**config.mk**
```make
export PLATFORM = sky130hd
export DESIGN_NAME = http_response_head_parser
export DESIGN_NICKNAME = d
export VERILOG_FILES = /design/src/sv/hrhp_pkg.sv /design/src/sv/http_response_head_parser.sv
export SDC_FILE = /design/constraint.sdc
export NUM_CORES = 1
export LEC_CHECK = 0
export ABC_AREA = 1
export ABC_CLOCK_PERIOD_IN_PS = 4500
export BUFFER_PORTS_ARGS = -buffer_cell sky130_fd_sc_hd__buf_2
export CAP_MARGIN = 20
export CORE_MARGIN = 5
export CORE_UTILIZATION = 30
export CTS_BUF_LIST = sky130_fd_sc_hd__clkbuf_4
export CTS_CLUSTER_DIAMETER = 60
export DETAILED_ROUTE_END_ITERATION = 16
export PLACE_DENSITY = 0.44
export SETUP_SLACK_MARGIN = 0.02
export SLEW_MARGIN = 15
export SYNTH_ARGS = -nofsm -noshare
export SYNTH_HDL_FRONTEND = slang
export SYNTH_SLANG_ARGS = --single-unit
```
**constraint.sdc**
```tcl
create_clock -name clk -period 4.5 [get_ports clk]
set_clock_uncertainty 0.1 [all_clocks]
set_input_delay 0 -clock clk [delete_from_list [all_inputs] [get_ports clk]]
set_output_delay 0 -clock clk [all_outputs]
set_load 0.01 [all_outputs]
```
**src/sv/hrhp_pkg.sv**
```systemverilog
`timescale 1ns / 1ps
// Package for the HTTP response head parser.
// Holds the line length limit, the event codes, the character codes and the result type.
// Depends on nothing.
package hrhp_pkg;

    localparam int MAX_LINE_LEN = 1024;
    localparam int OFF_W        = $clog2(MAX_LINE_LEN + 1);
    localparam int REP_W        = 10;
    localparam int CODE_W       = 10;

    localparam logic [2:0] EV_MORE   = 3'd0;
    localparam logic [2:0] EV_STATUS = 3'd1;
    localparam logic [2:0] EV_HEADER = 3'd2;
    localparam logic [2:0] EV_END    = 3'd3;
    localparam logic [2:0] EV_ERROR  = 3'd4;

    localparam logic [7:0] CH_CR    = 8'h0D;
    localparam logic [7:0] CH_LF    = 8'h0A;
    localparam logic [7:0] CH_H     = 8'h48;
    localparam logic [7:0] CH_T     = 8'h54;
    localparam logic [7:0] CH_P     = 8'h50;
    localparam logic [7:0] CH_SLASH = 8'h2F;
    localparam logic [7:0] CH_DOT   = 8'h2E;
    localparam logic [7:0] CH_COLON = 8'h3A;
    localparam logic [7:0] CH_SPACE = 8'h20;
    localparam logic [7:0] CH_0     = 8'h30;
    localparam logic [7:0] CH_1     = 8'h31;
    localparam logic [7:0] CH_9     = 8'h39;

    typedef struct packed {
        logic [2:0]        event_res;
        logic [CODE_W-1:0] status_code;
        logic [REP_W-1:0]  name_end;
        logic [REP_W-1:0]  value_begin;
        logic [REP_W-1:0]  value_finish;
    } result_t;

endpackage

```
**src/sv/http_response_head_parser.sv**
```systemverilog
`timescale 1ns / 1ps
// HTTP response head parser: status line check and header line offsets, one byte per beat.
// Depends on hrhp_pkg.
//
// Usage:
//   Input channel (in_valid / in_stall / byte_req) takes one raw byte of the response
//   head per beat. Output channel (out_valid / out_stall / event_res ...) gives exactly
//   one result beat per input beat, in order.
//   event_res: 0 need more, 1 status line done (status_code valid), 2 header line done
//   (name_end / value_begin / value_finish valid, offsets within the line), 3 head end,
//   4 error. Fields not tied to the reported event read zero.
//   The result of a byte is registered in the result register, or in the skid register.
//   Throughput: one byte per cycle while in_stall is low; the parse state registers are
//   updated from the byte in the same cycle it is accepted.
//   Stalls: a two-entry output (result register plus skid register) lets one more byte in
//   while a result waits; in_stall rises only when both entries are full.
//   Errors are sticky: every later byte answers 4 until reset. A line of MAX_LINE_LEN bytes
//   without a line end is an error.
//   Reset (rst_n low, asynchronous) returns to the status line phase, clears the line
//   offset and empties both output entries.
module http_response_head_parser
    import hrhp_pkg::*;
(
    input  logic              clk,
    input  logic              rst_n,
    input  logic              in_valid,
    output logic              in_stall,
    input  logic [7:0]        byte_req,
    output logic              out_valid,
    input  logic              out_stall,
    output logic [2:0]        event_res,
    output logic [CODE_W-1:0] status_code,
    output logic [REP_W-1:0]  name_end,
    output logic [REP_W-1:0]  value_begin,
    output logic [REP_W-1:0]  value_finish
);

    localparam logic [1:0] PH_STATUS = 2'd0;
    localparam logic [1:0] PH_HEADER = 2'd1;
    localparam logic [1:0] PH_ERROR  = 2'd2;

    // status line states
    localparam logic [3:0] S_START = 4'd0;
    localparam logic [3:0] S_H     = 4'd1;
    localparam logic [3:0] S_HT    = 4'd2;
    localparam logic [3:0] S_HTT   = 4'd3;
    localparam logic [3:0] S_HTTP  = 4'd4;
    localparam logic [3:0] S_MAJ1  = 4'd5;
    localparam logic [3:0] S_MAJ   = 4'd6;
    localparam logic [3:0] S_MIN1  = 4'd7;
    localparam logic [3:0] S_MIN   = 4'd8;
    localparam logic [3:0] S_C1    = 4'd9;
    localparam logic [3:0] S_C2    = 4'd10;
    localparam logic [3:0] S_C3    = 4'd11;
    localparam logic [3:0] S_SP    = 4'd12;
    localparam logic [3:0] S_TEXT  = 4'd13;
    localparam logic [3:0] S_CR    = 4'd14;

    // header line states
    localparam logic [3:0] H_START = 4'd0;
    localparam logic [3:0] H_NAME  = 4'd1;
    localparam logic [3:0] H_SPB   = 4'd2;
    localparam logic [3:0] H_VAL   = 4'd3;
    localparam logic [3:0] H_SPA   = 4'd4;
    localparam logic [3:0] H_CR    = 4'd5;
    localparam logic [3:0] H_ENDCR = 4'd6;

    logic [1:0]        phase_reg, phase_next;
    logic [3:0]        state_reg, state_next;
    logic [CODE_W-1:0] code_reg, code_next;
    logic [OFF_W-1:0]  offset_reg, offset_next;
    logic [REP_W-1:0]  name_end_reg, name_end_next;
    logic [REP_W-1:0]  value_begin_reg, value_begin_next;
    logic [REP_W-1:0]  value_finish_reg, value_finish_next;

    logic              out_valid_reg;
    logic              skid_valid_reg;
    result_t           out_reg;
    result_t           skid_reg;
    result_t           res;

    logic              in_accept;
    logic              out_take;
    logic [2:0]        ev;
    logic [3:0]        st;
    logic [REP_W-1:0]  off;
    logic              is_digit;
    logic [13:0]       code_mac;

    assign in_accept = in_valid && !skid_valid_reg;
    assign out_take  = out_valid_reg && !out_stall;
    assign in_stall  = skid_valid_reg;

    assign off      = REP_W'(offset_reg);
    assign is_digit = (byte_req >= CH_0) && (byte_req <= CH_9);
    assign code_mac = 14'(code_reg) * 14'd10 + 14'(byte_req[3:0]);

    // parse one byte
    always_comb
    begin
        ev                = EV_MORE;
        st                = state_reg;
        code_next         = code_reg;
        name_end_next     = name_end_reg;
        value_begin_next  = value_begin_reg;
        value_finish_next = value_finish_reg;

        if (phase_reg != PH_STATUS && phase_reg != PH_HEADER) begin
            ev = EV_ERROR;
        end else if (offset_reg >= OFF_W'(MAX_LINE_LEN)) begin
            ev = EV_ERROR;
        end else if (phase_reg == PH_STATUS) begin
            unique case (state_reg)
                S_START: if (byte_req == CH_H) st = S_H; else ev = EV_ERROR;
                S_H:     if (byte_req == CH_T) st = S_HT; else ev = EV_ERROR;
                S_HT:    if (byte_req == CH_T) st = S_HTT; else ev = EV_ERROR;
                S_HTT:   if (byte_req == CH_P) st = S_HTTP; else ev = EV_ERROR;
                S_HTTP:  if (byte_req == CH_SLASH) st = S_MAJ1; else ev = EV_ERROR;
                S_MAJ1:
                begin
                    if (byte_req >= CH_1 && byte_req <= CH_9) st = S_MAJ;
                    else ev = EV_ERROR;
                end
                S_MAJ:
                begin
                    if (byte_req == CH_DOT) st = S_MIN1;
                    else if (!is_digit) ev = EV_ERROR;
                end
                S_MIN1:  if (is_digit) st = S_MIN; else ev = EV_ERROR;
                S_MIN:
                begin
                    if (byte_req == CH_SPACE) st = S_C1;
                    else if (!is_digit) ev = EV_ERROR;
                end
                S_C1:
                begin
                    if (is_digit) begin
                        code_next = CODE_W'(byte_req[3:0]);
                        st        = S_C2;
                    end else begin
                        ev = EV_ERROR;
                    end
                end
                S_C2, S_C3:
                begin
                    if (is_digit) begin
                        code_next = code_mac[CODE_W-1:0];
                        st        = (state_reg == S_C2) ? S_C3 : S_SP;
                    end else begin
                        ev = EV_ERROR;
                    end
                end
                S_SP:
                begin
                    if (byte_req == CH_SPACE) st = S_TEXT;
                    else if (byte_req == CH_CR) st = S_CR;
                    else if (byte_req == CH_LF) ev = EV_STATUS;
                    else ev = EV_ERROR;
                end
                S_TEXT:
                begin
                    if (byte_req == CH_CR) st = S_CR;
                    else if (byte_req == CH_LF) ev = EV_STATUS;
                end
                S_CR:    ev = (byte_req == CH_LF) ? EV_STATUS : EV_ERROR;
                default: ev = EV_ERROR;
            endcase
        end else begin
            unique case (state_reg)
                H_START:
                begin
                    if (byte_req == CH_CR) begin
                        name_end_next = off;
                        st            = H_ENDCR;
                    end else if (byte_req == CH_LF) begin
                        ev = EV_END;
                    end else begin
                        // first byte always opens the name, colon included
                        st = H_NAME;
                    end
                end
                H_NAME:
                begin
                    if (byte_req == CH_COLON) begin
                        name_end_next = off;
                        st            = H_SPB;
                    end else if (byte_req == CH_CR || byte_req == CH_LF) begin
                        name_end_next     = off;
                        value_begin_next  = off;
                        value_finish_next = off;
                        if (byte_req == CH_LF) ev = EV_HEADER;
                        else st = H_CR;
                    end
                end
                H_SPB:
                begin
                    if (byte_req == CH_CR || byte_req == CH_LF) begin
                        value_begin_next  = off;
                        value_finish_next = off;
                        if (byte_req == CH_LF) ev = EV_HEADER;
                        else st = H_CR;
                    end else if (byte_req != CH_SPACE) begin
                        value_begin_next = off;
                        st               = H_VAL;
                    end
                end
                H_VAL:
                begin
                    if (byte_req == CH_SPACE) begin
                        value_finish_next = off;
                        st                = H_SPA;
                    end else if (byte_req == CH_CR) begin
                        value_finish_next = off;
                        st                = H_CR;
                    end else if (byte_req == CH_LF) begin
                        value_finish_next = off;
                        ev                = EV_HEADER;
                    end
                end
                H_SPA:
                begin
                    if (byte_req == CH_CR) st = H_CR;
                    else if (byte_req == CH_LF) ev = EV_HEADER;
                    else if (byte_req != CH_SPACE) st = H_VAL;
                end
                H_CR:
                begin
                    // extra CRs before the LF are dropped
                    if (byte_req == CH_LF) ev = EV_HEADER;
                    else if (byte_req != CH_CR) ev = EV_ERROR;
                end
                H_ENDCR: ev = (byte_req == CH_LF) ? EV_END : EV_ERROR;
                default: ev = EV_ERROR;
            endcase
        end
    end

    // commit on event, build result
    always_comb
    begin
        phase_next  = phase_reg;
        state_next  = st;
        offset_next = offset_reg;

        res              = '0;
        res.event_res    = ev;

        case (ev)
            EV_MORE:   offset_next = offset_reg + 1'b1;
            EV_STATUS:
            begin
                res.status_code = code_reg;
                phase_next      = PH_HEADER;
                state_next      = S_START;
                offset_next     = '0;
            end
            EV_HEADER:
            begin
                res.name_end     = name_end_next;
                res.value_begin  = value_begin_next;
                res.value_finish = value_finish_next;
                state_next       = H_START;
                offset_next      = '0;
            end
            EV_END:
            begin
                phase_next  = PH_STATUS;
                state_next  = S_START;
                offset_next = '0;
            end
            default:
            begin
                phase_next = PH_ERROR;
                state_next = state_reg;
            end
        endcase
    end

    always_ff @(posedge clk or negedge rst_n)
    begin
        if (!rst_n) begin
            phase_reg        <= PH_STATUS;
            state_reg        <= S_START;
            code_reg         <= '0;
            offset_reg       <= '0;
            name_end_reg     <= '0;
            value_begin_reg  <= '0;
            value_finish_reg <= '0;
        end else if (in_accept) begin
            phase_reg        <= phase_next;
            state_reg        <= state_next;
            code_reg         <= code_next;
            offset_reg       <= offset_next;
            name_end_reg     <= name_end_next;
            value_begin_reg  <= value_begin_next;
            value_finish_reg <= value_finish_next;
        end
    end

    // two-entry output: result register with a skid register behind it
    always_ff @(posedge clk or negedge rst_n)
    begin
        if (!rst_n) begin
            out_valid_reg  <= 1'b0;
            skid_valid_reg <= 1'b0;
        end else if (!out_valid_reg || out_take) begin
            if (skid_valid_reg) begin
                out_valid_reg  <= 1'b1;
                skid_valid_reg <= 1'b0;
            end else begin
                out_valid_reg <= in_accept;
            end
        end else if (in_accept) begin
            skid_valid_reg <= 1'b1;
        end
    end

    always_ff @(posedge clk)
    begin
        if (!out_valid_reg || out_take) begin
            if (skid_valid_reg) out_reg <= skid_reg;
            else if (in_accept) out_reg <= res;
        end else if (in_accept) begin
            skid_reg <= res;
        end
    end

    assign out_valid    = out_valid_reg;
    assign event_res    = out_reg.event_res;
    assign status_code  = out_reg.status_code;
    assign name_end     = out_reg.name_end;
    assign value_begin  = out_reg.value_begin;
    assign value_finish = out_reg.value_finish;

`ifndef NO_ASSERTIONS
    a_skid_behind_out: assert property (@(posedge clk) disable iff (!rst_n)
        skid_valid_reg |-> out_valid_reg)
        else $error("skid entry full while result register empty");

    a_error_sticky: assert property (@(posedge clk) disable iff (!rst_n)
        (phase_reg == PH_ERROR && in_accept) |=> phase_reg == PH_ERROR)
        else $error("left error phase without reset");

    a_offset_bound: assert property (@(posedge clk) disable iff (!rst_n)
        offset_reg <= OFF_W'(MAX_LINE_LEN))
        else $error("line offset past limit");

    a_code_only_status: assert property (@(posedge clk) disable iff (!rst_n)
        (out_valid_reg && out_reg.event_res != EV_STATUS) |-> out_reg.status_code == '0)
        else $error("status code on a non-status beat");
`endif

endmodule

```
==> impl_metrics.ini <==
[sta]
finalCritPeriodShare = 0.6579
setup_viol = 0
rsz0062_at_grt = no
tightest_slew_ns = 0.9635
maxSlewHeadroom = 0.3561
slew_viol_final = 0
fin_setup_tns_ns = 0
max_freq_mhz = 337.8
hold_viol_final = 0
period_needed_ns = 2.961

[worst_setup_path]
critPathCaptureType = register
critical_path_arrival_ns = 3.15
critPathSlowestCell = inv_2
critPathLaunchType = register
critical-path-max-stage-delay_ns = 0.58
cp_data_required_time_ns = 4.68
crit_top_cell = nand2_1
crit_type = register to register
cp_cell_sequence = nor2_2 -> nand2_1 -> nand2_1 -> nand2_1 -> nand2_1 -> nor2_1 -> nand3_1 -> nand2_2 -> nand3_4 -> nor2_8 -> inv_2 -> nor2_2
crit_fanout = 20
critPathTopFamily = simple AND/OR/NAND/NOR gates
cp.buffers_inverters = 1

[clocking]
numCtsBuffers = 17
cts-root-buf = clkbuf_4
clk_pin_slew_ns = 0.16
hold_buffers = 9
cts_resized = 0
cts_tree = built
clock_latency_ns = 0.56
cts_max_path_buffers = 2
h-tree-depth = 4
post_cts_buffers = 0
clock-sinks = 145

[yosys]
ys_types = 46
syn_area_per_cell_um2 = 8.070
syn_nets = 1077
yosysTopAreaCellShare = 0.3056
async_flop_share = 0.4069
postSynthCellCount = 1047
seq_area_frac_synth = 0.4804
yosysTopAreaCell = edfxtp_1
ys_ff_latch = 145
ys_warn_count = 0
yosys_most_used_dff = edfxtp_1
yosys-top-cells-area = edfxtp_1, dfrtp_1, nand2_1
syn-cell-area_um2 = 8449
synth_edf_count = 86

[drt]
routed-wl-met3_um = 894
drc = 0
wl_met2_mm = 10.20
drtPass1Iterations = 5
wire_per_inst_um = 15.39
drt-met1-wl_mm = 11.68
drt_iter0_markers = 536
antenna_left = 0
wl_mm = 23.00
routed-via-count = 6954
vias_per_cell = 4.655
highest_layer = met4

[floorplan]
dieHeight_um = 177.8
die_w_um = 177.8
dieArea_um2 = 31620
rows = 61
start_util = 0.3041
coreArea_um2 = 27780
io_pins = 57

[power_and_ir_drop]
peakVddDrop_mv = 0.1253
leakage_uw = 0.004161
p_per_area_nw_per_um2 = 278.4

[layout]
drive_gt1_frac = 0.1552
layout_common_cells = nand2_1, nor2_1, edfxtp_1, nand3_1, inv_1
nets = 1132
final_cell_area_um2 = 9470
layout_commonest_cell = nand2_1
synthToLayoutAreaGrowth_pct = 12.08
largest_register_ffs = 43

[grt]
grt_max_degree = 60
grt_pass1_wl_mm = 37.64
grt_overflow = 0
grt_pass1_vias = 6957
antenna_found_initial = 1
grt_usage = 0.1504

[placement]
portBuffers = 56
gp_congestion = 0.8741
placed_cell_area_um2 = 9106
hpwl_mm = 16.05

[job]
maxCapViolations = 0

[worst_hold_path]
min_path_type = input pin to register

[outcome]
status = complete, no violations
==> cell type report <==
class,count,area (um^2)
fillers,3024,18310
flip-flops and latches,145,4059
multi-input cells,764,3844
well taps,378,473.0
repair buffers,76,452.9
inverters,98,367.9
clock inverters,15,143.9
clock buffers,17,127.6
diodes,1,2.502
==> report_power, final <==
group          leakage (uW)  internal [uW]  total (uW)  switching [uW]
clock network      0.000148            248         843             595
logic               0.00247           84.4         279             195
registers           0.00154           1490        1510            24.0
total               0.00416           1820        2640             814
==> through the flow <==
| step | worst slack [ns] | utilization | power, uW | hold slack [ns] | std cells |
|---|---|---|---|---|---|
| after floorplan | 0.9717 | - | 1707 | -0.3956 | 1047 |
| after global placement | 1.621 | 0.3278 | 1823 | 0.1450 | 1452 |
| after detailed placement | 1.535 | 0.3278 | 1822 | 0.1298 | 1452 |
| after CTS | 1.508 | 0.3408 | 2676 | 0.03354 | 1493 |
| after global routing | 1.271 | 0.3409 | 2767 | 0.1217 | 1494 |
| final | 1.539 | 0.3409 | 2637 | 0.09535 | 1494 |
==> cell families (layout without fill, tap and decap cells) <==
logic type,after synthesis,after routing,synth area share
buffers and inverters,138,206,0.06723
adder cells (fa/ha/maj),18,18,0.02843
flip-flops,145,145,0.4804
AO/OA/AOI/OAI,133,133,0.08855
other,0,1,0
XOR/XNOR,17,17,0.01762
AND/OR/NAND/NOR,596,596,0.3178
==> cells in the mapped netlist, types with 2 or more instances <==
cell	n
nand2_1	314
nor2_1	116
edfxtp_1	86
nand3_1	85
inv_1	83
o21ai_0	72
dfrtp_1	59
clkbuf_1	23
nor2_2	18
ha_1	16
o21ai_1	16
inv_2	14
xor2_1	14
a21oi_1	13
buf_2	13
nor2_4	12
and2_1	11
nand3b_1	9
o211ai_1	8
a31oi_1	7
nand2_2	6
nand4_1	6
o22ai_1	6
a21oi_2	5
or2_2	4
buf_6	3
xnor2_1	3
fa_1	2
nand2_4	2
nor2_8	2
nor3_1	2
nor3b_1	2
nor4_1	2
==> worst paths after layout <==
check | slack, ns | endpoint | cells past startpoint | start
setup / recovery | 1.54 | skid_reg[18]$_DFFE_PP_ | 12 | state_reg[2]$_DFFE_PN0P_
hold / removal | 0.1 | code_reg[6]$_DFFE_PN0P_ | 6 | byte_req[5]
min in group asynchronous | 0.56 | name_end_reg[5]$_DFFE_PN0P_ | 4 | rst_n
max in group asynchronous | 3.12 | code_reg[1]$_DFFE_PN0P_ | 4 | rst_n
hold reg to reg | 0.40 | name_end_reg[9]$_DFFE_PN0P_ | 2 | name_end_reg[9]$_DFFE_PN0P_
setup reg to reg | 1.54 | skid_reg[18]$_DFFE_PP_ | 12 | state_reg[2]$_DFFE_PN0P_
==> worst reg2reg max path: cells and delay by family (launching register included) <==
| kind | cells | cell delay (ns) |
|---|---|---|
| flip-flops | 1 | 0.54 |
| AND/OR/NAND/NOR | 11 | 1.46 |
| buffers and inverters | 1 | 0.58 |
==> per-layer routing <==
layer,up-vias,track usage
met4,0,0.02997
met2,144,0.2370
met3,17,0.02535
met5,-,0
li1,3534,-
met1,3259,0.2187
(Power assumes the default switching activity.)
